$ cat src/rtl/dtm_pkg.sv
// dtm_pkg: shared types and constants for the table-driven DFA matcher.
// Used by dtm_ctrl, dtm_datapath and dfa_table_matcher; depends on nothing.
package dtm_pkg;

  localparam int unsigned CMD_W   = 3;
  localparam int unsigned STATE_W = 6;   // width of every state field on the ports
  localparam int unsigned SYM_W   = 8;   // width of the symbol field on the ports
  localparam int unsigned S_DATA_W = 32; // 26 payload bits padded to whole bytes
  localparam int unsigned M_DATA_W = 8;  // 7 result bits padded to a byte

  typedef enum logic [CMD_W-1:0] {
    CMD_WR_TRANS = 3'd0,
    CMD_MARK     = 3'd1,
    CMD_START    = 3'd2,
    CMD_SYMBOL   = 3'd3,
    CMD_FINISH   = 3'd4
  } cmd_e;

  // Input word payload, final_state in the top bits.
  typedef struct packed {
    logic [STATE_W-1:0] final_state;
    logic [STATE_W-1:0] to_state;
    logic [SYM_W-1:0]   symbol;
    logic [STATE_W-1:0] from_state;
  } item_t;

  // Controller to datapath.
  typedef struct packed {
    logic clr_step;   // clearing sweep writes one table row entry and one mark
    logic tbl_wr;     // write transition (datapath checks state range)
    logic mark_wr;    // set accepting mark (datapath checks state range)
    logic tbl_rd;     // read table at {current, symbol}
    logic mark_rd;    // read mark of current state
    logic cur_start;  // current state <= start state
    logic cur_next;   // current state <= table read data
    logic out_load;   // load result register
  } cmd_t;

  // Datapath to controller.
  typedef struct packed {
    logic clr_done;   // sweep is at its last address
    logic out_free;   // result register can take a new result this cycle
  } sts_t;

endpackage

$ cat src/rtl/dtm_ctrl.sv
// dtm_ctrl: sequencer of the DFA matcher; decodes commands, runs the clearing
// sweep and times table and mark reads. Depends on dtm_pkg.
module dtm_ctrl (
  input  logic          clk_i,
  input  logic          rst_ni,
  input  logic          in_valid_i,
  output logic          in_ready_o,
  input  dtm_pkg::cmd_e in_cmd_i,
  input  dtm_pkg::sts_t sts_i,
  output dtm_pkg::cmd_t cmd_o
);
  import dtm_pkg::*;

  typedef enum logic [1:0] {
    ST_CLEAR,
    ST_IDLE,
    ST_SYM,
    ST_FIN
  } state_e;

  state_e state_q, state_d;
  logic   rdy_q;
  logic   accept;

  assign accept     = in_valid_i & rdy_q;
  assign in_ready_o = rdy_q;

  always_comb begin
    cmd_o   = '0;
    state_d = state_q;
    case (state_q)
      ST_CLEAR: begin
        cmd_o.clr_step = 1'b1;
        if (sts_i.clr_done) begin
          state_d = ST_IDLE;
        end
      end
      ST_IDLE: begin
        if (accept) begin
          case (in_cmd_i)
            CMD_WR_TRANS: cmd_o.tbl_wr = 1'b1;
            CMD_MARK:     cmd_o.mark_wr = 1'b1;
            CMD_START:    cmd_o.cur_start = 1'b1;
            CMD_SYMBOL: begin
              cmd_o.tbl_rd = 1'b1;
              state_d      = ST_SYM;
            end
            CMD_FINISH: begin
              cmd_o.mark_rd = 1'b1;
              state_d       = ST_FIN;
            end
            default: ; // unused codes: word dropped
          endcase
        end
      end
      ST_SYM: begin
        cmd_o.cur_next = 1'b1;
        state_d        = ST_IDLE;
      end
      ST_FIN: begin
        if (sts_i.out_free) begin
          cmd_o.out_load = 1'b1;
          state_d        = ST_IDLE;
        end
      end
      default: state_d = ST_CLEAR;
    endcase
  end

  always_ff @(posedge clk_i or negedge rst_ni) begin
    if (!rst_ni) begin
      state_q <= ST_CLEAR;
      rdy_q   <= 1'b0;
    end else begin
      state_q <= state_d;
      rdy_q   <= (state_d == ST_IDLE);
    end
  end

  a_sym_update: assert property (@(posedge clk_i) disable iff (!rst_ni)
    accept && in_cmd_i == CMD_SYMBOL |=> state_q == ST_SYM && !in_ready_o)
    else $error("symbol word not followed by state update cycle");

  a_fin_wait: assert property (@(posedge clk_i) disable iff (!rst_ni)
    accept && in_cmd_i == CMD_FINISH |=> state_q == ST_FIN && cmd_o.cur_next == 1'b0)
    else $error("finish word not followed by result cycle");

  a_load_free: assert property (@(posedge clk_i) disable iff (!rst_ni)
    cmd_o.out_load |-> sts_i.out_free)
    else $error("result loaded over an untaken result");

  a_no_accept_clear: assert property (@(posedge clk_i) disable iff (!rst_ni)
    cmd_o.clr_step |-> !accept)
    else $error("word accepted during clearing sweep");

endmodule

$ cat config.mk
export PLATFORM = sky130hd
export DESIGN_NAME = dtm_ctrl
export DESIGN_NICKNAME = d
export VERILOG_FILES = /design/src/rtl/dtm_pkg.sv /design/src/rtl/dtm_ctrl.sv
export SDC_FILE = /design/constraint.sdc
export NUM_CORES = 1
export LEC_CHECK = 0
export BUFFER_PORTS_ARGS = -buffer_cell sky130_fd_sc_hd__buf_2
export CORE_AREA = 2 2 39 41
export DETAILED_ROUTE_END_ITERATION = 12
export DIE_AREA = 0 0 41 43
export SYNTH_ARGS = -nofsm -noshare
export SYNTH_HDL_FRONTEND = slang
export SYNTH_SLANG_ARGS = --single-unit
$ cat constraint.sdc
create_clock -name clk_i -period 1.41 [get_ports clk_i]
set_input_delay 0.2115 -clock clk_i [delete_from_list [all_inputs] [get_ports clk_i]]
set_output_delay 0.2115 -clock clk_i [all_outputs]
set_load 0.05 [all_outputs]
# After elaboration in Yosys (flattened, before gate mapping)

Cells that the tools add are included.

Word-level logic and storage cells: 29
Output and inout bits: 9
ROM bits: 0
Bits in latches: 0
Bits in registers: 3
Memories: 0
RAM bits: 0

$lt $le $gt $ge: 0
Bitwise gates (word level): 1
Reduce and logical (&&, ||, !) cells: 2
$add $sub $neg: 0
Div/mod/pow operators: 0
Mux-type cells: 16
Multiply operators: 0
Eq/ne operators: 8
Shift-type cells: 0

Operators with widths:

| cell               | count |
|---|---|
| $mux 5             | 2 |
| $mux 1             | 9 |
| $pmux 2 s4         | 1 |
| $eq 3x2->1 const B | 2 |
| $mux 2             | 3 |
| $eq 2x1->1 const B | 2 |
| $eq 2x2->1 const B | 2 |
| $pmux 2 s2         | 1 |
| $eq 3x1->1 const B | 1 |
| $eq 3x3->1 const B | 1 |
| $logic_not 3->1    | 1 |
| $logic_not 2->1    | 1 |
| $and 1x1->1        | 1 |

# Longest topological paths before layout

Gate-level depths: netlist of the first run.

Depth after elaboration: 5
Depth in mapped cells: 3
Mapped depth without buffers: 3

# Worst setup path after synthesis of the first run

Ideal clock, no wire load.

Path type: reg-to-output
From: register rdy_q, in the netlist in_ready_o
To: output port cmd_o[5] (netlist name)
Path buffers: 0
Stages on the path, launching flop included: 3
Setup slack: -663 ps
Required time: 1199 ps
Arrival time: 1861 ps
Cell sequence: dfrtp_1 nand3_1 nor3_1

RTL lines:

| what                   | line           | RTL |
|---|---|---|
| start, declared        | dtm_ctrl.sv:22 | `logic rdy_q;` |
| start signal, assigned | dtm_ctrl.sv:76 | `rdy_q <= (state_d == ST_IDLE);` |
| end, declared          | dtm_ctrl.sv:10 | `output dtm_pkg::cmd_t cmd_o` |

==> results.yml, run 1 <==
run_status:
  outcome: "finished, violations left"
  violations: "negative setup slack"
sta:
  hold_viol_final: 0
  fmax_mhz: 654.0
  min_period_over_period_pct: 108.4
  fin_ws_ps: -119.1
  layout_min_cycle_time_ps: 1529
  tightest_slew_ps: 247.2
  rsz0062_at_grt: "yes"
  holdWs_ps: 222.4
  slew_headroom_pct: 83.64
  finalClockSkew_ps: 0.09409
  maxSlewViolCount: 0
  finalSetupViolations: 5
critical_path:
  rr_startpoint: "state_q[1]"
  critPathSlowestCell: "dfrtp_1"
  worst_setup_path_end_kind: "output port"
  crit_path_max_incr_delay_ps: 390
  critical-path-top-delay-family: "simple AND/OR/NAND/NOR gates"
  arrival_ps: 1320
  cp-start-kind: "register"
  r2r_cells: 4
  rr_endpoint: "state_q[0]"
  critPathMaxFanout: 3
  regToRegSetupSlack_ps: 150
  worst-setup-path-type: "reg2out"
  cp.required_ps: 1200
  crit_chain: "nand4bb_1 -> or2_4 -> clkinvlp_4 -> buf_8"
  path_buf_inv: 2
finish:
  drive_above_1_share_pct: 76.47
  diodes: 0
  fillers: 154
  nNetsFinal: 60
  syn_to_final_growth_pct: 125.0
clock_network:
  path_clk_slew_ps: 40
  clk_path_buf_depth: 2
  numCtsBuffers: 3
  clock_latency_ps: 230
  cts_root_buf: "clkbuf_4"
  cts_tree: "done"
  cts_sinks: 3
  htreeDepth: 1
detailed_routing:
  totalWireLength_um: 727
  vias_per_cell: 4.000
  drtIter0Drc: 2
  ant_nets: 0
  vias: 268
  firstDrtPassIters: 4
  post_drt_wl_per_cell_um: 10.85
  drc: 0
logic_synthesis:
  ys_top_cells_by_area: "dfrtp_1 35%, and4bb_2 5.8%, nor2b_1 5.8%, nand4bb_1 5.2%, o2111a_1 5.2%"
  yosys_register_bits: 3
  syn_inst: 24
  syn_area_per_cell_um2: 8.967
  synth_top_area_cell: "dfrtp_1"
  ys_types: 17
  yosys_warnings: 0
  yosysMostFrequentCell: "dfrtp_1"
  synth_top_area_share_pct: 34.88
  synth-seq-area-share_pct: 34.88
  synth-edff-count: 0
  async_flop_share_pct: 100.0
  syn_nets: 32
  syn-cell-area_um2: 215.2
  synth_flop_cell: "dfrtp_1"
grt:
  grt_pass1_vias: 293
  grt_pass1_wl_um: 1186
  track_usage_pct: 10.76
  grt_max_degree: 6
  antenna_found_initial: 0
  grt_overflow: 0
placement:
  portBuffers: 16
  gp_congestion: 0.6845
  dp_hpwl_um: 520.2
power:
  p_clk_share_pct: 36.1
  power_mw: 0.4276
  leakage_nw: 0.2218
  p_sw_mw: 0.1574
  power_per_cell_area_nw_per_um2: 883.1
  p_int_mw: 0.2702
  p_sw_share_pct: 36.80
  ir_drop_v: 0.0003474
  seqPwrFrac_pct: 24.5
  p_comb_share_pct: 39.4
die:
  num_rows: 14
  dieWidth_um: 41
  die-area_um2: 1763
  initial_core_util_pct: 15.55
  die_h_um: 43
  core_um2: 1384
  io_pins: 17
worst_hold_path:
  worstHoldPathCells: 2
  whs_endpoint: "state_q[1]"
  hold_start: "sts_i[0]"
  hold_class: "in2reg"
flow_run:
  drv_cap: 0
-- metrics by stage --
stage	util [%]	std cells	setup slack, ps	instance area (um2)	setup TNS [ps]
CTS	33.91	67	-133.4	469.2	-537.2
global placement	28.30	61	47.21	391.6	0
finish	34.99	67	-119.1	484.2	-354.1
floorplan	-	24	6.207	254.0	0
global route	34.99	67	-167.5	484.2	-694.0
detailed placement	28.30	61	18.48	391.6	0
-- power by group through the flow --
| stage | clock network, mW | registers, mW | logic (mW) |
|---|---|---|---|
| 2_1_floorplan | 0 | 0.122 | 0.0799 |
| 3_3_place_gp | 0 | 0.105 | 0.148 |
| 3_5_place_dp | 0 | 0.106 | 0.147 |
| 5_1_grt | 0.161 | 0.107 | 0.180 |
| 6_report | 0.154 | 0.105 | 0.169 |
| 4_1_cts | 0.160 | 0.105 | 0.159 |
-- registers in the layout, summed over array words and instances (netlist names) --
name and flops:
in_ready_o 1, state_q 2
-- final cells by class --
class	instances	area, um2	share of cell area (%)
multi-input cells	19	177.7	36.69
repair buffers	23	168.9	34.88
flip-flops and latches	3	76.32	15.76
clock buffers	4	26.28	5.426
well taps	16	20.02	4.134
inverters	2	15.01	3.101
-- cell usage in the layout (no fill, tap or decap), drive strengths merged --
master,n
dlygate4sd3,1
o211ai,1
and2b,1
nand2,2
and3,1
buf,22
nand3,2
or2,1
and4bb,1
nor3,2
clkbuf,4
o2111a,1
or3,1
nand4bb,1
nor2,1
clkinvlp,2
nor2b,2
nand2b,1
dfrtp,3
and2,1
-- how the worst max path moves through the flow --
stage / startpoint / endpoint / slack [ps] / cells after the start
floorplan: in_ready_o / cmd_o[3] / 6 / 3
global placement: state_q[1] / cmd_o[4] / 50 / 4
detailed placement: state_q[1] / cmd_o[4] / 20 / 4
CTS: state_q[1] / cmd_o[4] / -130 / 4
global route: state_q[0] / cmd_o[5] / -170 / 4
finish: state_q[1] / cmd_o[4] / -120 / 4
-- per-layer routing --
metal	global-route usage [%]	vias to the layer above	wire length [um]
met2	13.75	11	371
li1	-	138	-
met5	0	-	0
met3	3.141	0	50
met1	12.62	119	305
met4	12.00	0	0
-- what timing repair did --
item / in CTS / in global routing
hold buffers: 1 / 0
endpoints found under the setup margin: 6 / 5
pin swaps: 3 / 1
gates resized for setup: 11 / 3
buffers inserted: 1 / 0
endpoints found under the hold margin: 3 / 0
-- logic make-up after synthesis --
family / Yosys count / share of synthesized area (%)
buf+inv: 2 / 3.490
flops: 3 / 34.88
compound gates: 2 / 8.722
simple gates: 17 / 52.91
No activity file was read; power rests on OpenSTA's default activity.
==> run 2: changes to the inputs <==
CELL_PAD_IN_SITES_DETAIL_PLACEMENT = 1   (was default)
CELL_PAD_IN_SITES_GLOBAL_PLACEMENT = 2   (was default)
CORE_AREA = default   (was 2 2 39 41)
CORE_UTILIZATION = 15   (was default)
DIE_AREA = default   (was 0 0 41 43)
PLACE_DENSITY_LB_ADDON = 0.1   (was default)
clock period = 1.35 ns   (was 1.41 ns; I/O delays follow)
==> results.yml, run 2 (synthesized netlist as in run 1, its figures left out) <==
grt:
  grt_overflow: 0
  grt_pass1_vias: 243
  antenna_found_initial: 0
  grt_max_degree: 6
  grt_pass1_wl_um: 1021
  track_usage_pct: 10.28
detailed_routing:
  firstDrtPassIters: 1
  routed.top_layer: "met3"
  totalWireLength_um: 759
  post_drt_wl_per_cell_um: 11.16
  vias: 294
  dr_wl_met2_um: 417
  wl_met1_um: 289
  vias_per_cell: 4.324
  route.met3.wl_um: 52
  drc: 0
  ant_nets: 0
  drtIter0Drc: 0
critical_path:
  cp.required_ps: 1150
  rr_startpoint: "in_ready_o"
  crit_chain: "nand4bb_1 -> or2_4 -> clkinvlp_4 -> buf_8"
  critPathMaxFanout: 3
  rr_endpoint: "in_ready_o"
  regToRegSetupSlack_ps: 90
  endpoint: "cmd_o[4]"
  cp-startpoint: "state_q[1]"
  worst_setup_path_end_kind: "output port"
  arrival_ps: 1300
  r2r_cells: 5
  cp-start-kind: "register"
  crit_path_max_incr_delay_ps: 390
  critPathSlowestCell: "dfrtp_1"
  worst-setup-path-type: "reg2out"
sta:
  fmax_mhz: 664.9
  maxSlewViolCount: 0
  tightest_slew_ps: 251.8
  finalSetupViolations: 5
  layout_min_cycle_time_ps: 1504
  holdWs_ps: 238.2
  fin_ws_ps: -153.9
  rsz0062_at_grt: "yes"
  min_period_over_period_pct: 111.4
  hold_viol_final: 0
  slew_headroom_pct: 83.33
  finalClockSkew_ps: 7.042
  tns_ps: -531.5
finish:
  fillers: 154
  multi_input_area_um2: 186.4
  diodes: 0
  top_register: "state_q"
  final_util_pct: 40.55
  syn_to_final_growth_pct: 148.3
  final_cell_mix: "8 x buf_2, 8 x buf_4, 5 x buf_6"
  largest_register_ffs: 2
  nNetsFinal: 62
  drive_above_1_share_pct: 79.25
  seq_area_um2: 76.32
worst_hold_path:
  hold_class: "in2reg"
  hold_start: "sts_i[0]"
placement:
  portBuffers: 16
  gp_congestion: 0.7003
die:
  initial_core_util_pct: 16.33
  die-area_um2: 1590
  core_um2: 1318
  die_h_um: 39.88
  io_pins: 17
  num_rows: 13
  dieWidth_um: 39.88
run_status:
  outcome: "finished, violations left"
  violations: "negative setup slack"
clock_network:
  clk_path_buf_depth: 2
  cts_root_buf: "clkbuf_4"
  cts_sinks: 3
  clock_latency_ps: 230
  path_clk_slew_ps: 30
  numCtsBuffers: 3
  htreeDepth: 1
  cts_tree: "done"
flow_run:
  drv_cap: 0
power:
  ir_drop_v: 0.0005231
  power_per_cell_area_nw_per_um2: 869.5
  leakage_nw: 0.2311
## run 2: per-stage QoR
stage / cells / instance area [um2] / total power, mW / setup slack [ps]
after global routing: 68 / 534.3 / 0.4945 / -223.6
final: 68 / 534.3 / 0.4646 / -153.9
after detailed placement: 60 / 400.4 / 0.2731 / -32.73
after CTS: 68 / 508.0 / 0.4559 / -167.9
after floorplan: 24 / 264.0 / 0.2133 / -68.92
after global placement: 60 / 400.4 / 0.2704 / -10.79
## run 2: timing repair
item / 4_1_cts / 5_1_grt
setup buffers: 3 / 1
pin swaps: 5 / 3
gates resized for setup: 16 / 7
hold endpoints to repair: 3 / 0
setup endpoints to repair: 8 / 8
hold buffers: 1 / 0
## run 2: worst max-delay path, delay by kind of cell (launching register included)
kind	cells	cell delay [ps]
and+or+nand+nor	2	460
DFF	1	390
buffers and inverters	2	220
## run 2: where the power goes
part | total (mW) | internal, mW | switching, mW
clock network | 0.155 | 0.111 | 0.0444
registers | 0.111 | 0.101 | 0.00998
logic | 0.198 | 0.0876 | 0.111
total | 0.465 | 0.299 | 0.165
## run 2: area by class of cell
class | instances | share of cell area [%]
inverters | 2 | 2.810
multi-input cells | 19 | 34.89
well taps | 15 | 3.513
repair buffers | 25 | 39.58
clock buffers | 4 | 4.918
flip-flops and latches | 3 | 14.29
## run 2: worst min-delay path by stage
| stage | endpoint | cells after the start |
|---|---|---|
| 2_1_floorplan | in_ready_o | 0 |
| 3_3_place_gp | state_q[0] | 1 |
| 3_5_place_dp | state_q[1] | 1 |
| 4_1_cts | state_q[1] | 2 |
| 5_1_grt | state_q[1] | 2 |
| 6_report | state_q[1] | 2 |
## run 2: routing by layer
metal,up-vias,GRT usage (%)
li1,145,-
met1,138,10.47
met3,0,3.977
met2,11,17.74
met4,0,5.172
met5,-,0
==> run 3: changes to the inputs <==
SETUP_SLACK_MARGIN = 0.4   (was default)
==> results.yml, run 3 (synthesized netlist as in run 1, its figures left out) <==
detailed_routing:
  drtIter0Drc: 2
  firstDrtPassIters: 2
  vias: 313
  vias_per_cell: 4.347
  ant_nets: 0
  totalWireLength_um: 907
  drc: 0
  post_drt_wl_per_cell_um: 12.60
clock_network:
  numCtsBuffers: 3
  clock_latency_ps: 230
  htreeDepth: 1
  path_clk_slew_ps: 40
  clk_path_buf_depth: 2
  cts_sinks: 3
  cts_tree: "done"
  cts_root_buf: "clkbuf_4"
power:
  p_sw_share_pct: 35.18
  p_clk_share_pct: 30.1
  power_per_cell_area_nw_per_um2: 824.6
  ir_drop_v: 0.0003508
  p_sw_mw: 0.1837
  leakage_nw: 0.2818
  seqPwrFrac_pct: 21.5
  p_comb_share_pct: 48.4
  p_int_mw: 0.3384
  power_mw: 0.5221
finish:
  seq_area_um2: 76.32
  multi_input_area_um2: 215.2
  diodes: 0
  largest_register_ffs: 2
  mostFrequentLayoutCell: "buf_6"
  final_cell_mix: "9 x buf_6, 7 x buf_2, 6 x buf_8, 6 x buf_4, 3 x clkbuf_4"
  drive_above_1_share_pct: 84.21
  nNetsFinal: 66
  top_register: "state_q"
  fillers: 142
  syn_to_final_growth_pct: 194.2
die:
  dieWidth_um: 39.88
  initial_core_util_pct: 16.33
  io_pins: 17
  num_rows: 13
  core_um2: 1318
  die_h_um: 39.88
  die-area_um2: 1590
sta:
  fmax_mhz: 652.7
  slew_headroom_pct: 86.71
  maxSlewViolCount: 0
  hold_viol_final: 0
  fin_ws_ps: -182.0
  tns_ps: -1173
  layout_min_cycle_time_ps: 1532
  finalSetupViolations: 10
  rsz0062_at_grt: "yes"
  min_period_over_period_pct: 113.5
  finalClockSkew_ps: 1.814
  tightest_slew_ps: 199.4
critical_path:
  worst-setup-path-type: "reg2out"
  critPathMaxFanout: 3
  worst_setup_path_end_kind: "output port"
  path_buf_inv: 2
  crit_chain: "nand4bb_4 -> or2_4 -> clkinvlp_4 -> buf_8"
  critical-path-top-delay-family: "simple AND/OR/NAND/NOR gates"
  cp-start-kind: "register"
  arrival_ps: 1330
  crit_path_max_incr_delay_ps: 410
  critPathSlowestCell: "dfrtp_1"
  cp.required_ps: 1150
grt:
  grt_overflow: 0
  grt_max_degree: 6
  track_usage_pct: 14.45
  antenna_found_initial: 0
  grt_pass1_vias: 345
  grt_pass1_wl_um: 1428
placement:
  gp_congestion: 0.6519
  dp_hpwl_um: 690.5
  portBuffers: 16
run_status:
  outcome: "finished, violations left"
  violations: "negative setup slack"
flow_run:
  drv_cap: 0
worst_hold_path:
  hold_class: "in2reg"
[run 3: cell types whose count changed in the layout (fill, tap and decap cells not counted), sizes merged]
| cell | change |
|---|---|
| buf | +4 |
[run 3: power groups by stage]
stage	clock [mW]	combinational [mW]	sequential [mW]
floorplan	0	0.0943	0.129
global placement	0	0.173	0.111
detailed placement	0	0.179	0.112
CTS	0.164	0.241	0.110
global route	0.181	0.268	0.113
finish	0.157	0.253	0.112
[run 3: worst paths after layout]
kind,cells after the start,endpoint,start,slack [ps]
min in group asynchronous,2,in_ready_o,rst_ni,300
setup / recovery,4,cmd_o[4],state_q[1],-180
hold reg to reg,3,state_q[1],state_q[0],810
hold / removal,2,state_q[1],sts_i[0],230
setup reg to reg,6,in_ready_o,state_q[1],-140
max in group asynchronous,2,in_ready_o,rst_ni,940
[run 3: per-stage QoR]
| stage | hold WS, ps | cell area, um2 | setup slack, ps | util (%) | instances |
|---|---|---|---|---|---|
| after global placement | -3.620 | 425.4 | -39.92 | 32.29 | 62 |
| after global routing | 237.9 | 633.1 | -248.3 | 48.05 | 72 |
| after floorplan | -93.09 | 274.0 | -37.86 | - | 24 |
| after CTS | 223.1 | 605.6 | -206.8 | 45.96 | 72 |
| after detailed placement | 2.524 | 425.4 | -69.29 | 32.29 | 62 |
| final | 232.9 | 633.1 | -182.0 | 48.05 | 72 |
[run 3: repair_timing]
| item | 4_1_cts | 5_1_grt |
|---|---|---|
| hold buffers | 1 | 0 |
| gates resized for setup | 31 | 4 |
| buffers inserted | 5 | 0 |
| pin swaps | 6 | 1 |
| hold endpoints to repair | 3 | 0 |
| endpoints found under the setup margin | 12 | 12 |
[run 3: metal layers]
layer,vias up,part of all wire (%),global-route usage [%]
met3,0,2.3,3.409
met2,8,61,24.19
met1,153,36,15.44
met5,-,0,0
li1,152,-,-
met4,0,0,10.34
[run 3: worst register-to-register path, stage by stage, from the launching register on]
cell,delay (ps)
dfrtp_1,410
nand4bb_4,220
or2_4,260
buf_4,140
buf_6,100
buf_6,110
o2111a_1,130
[run 3: layout make-up]
type                            count  share of cell area (%)
Timing Repair Buffer               29                   44.47
Sequential cell                     3                   12.06
Multi-Input combinational cell     19                   33.99
Clock buffer                        4                   4.150
Inverter                            2                   2.372
Tap cell                           15                   2.964
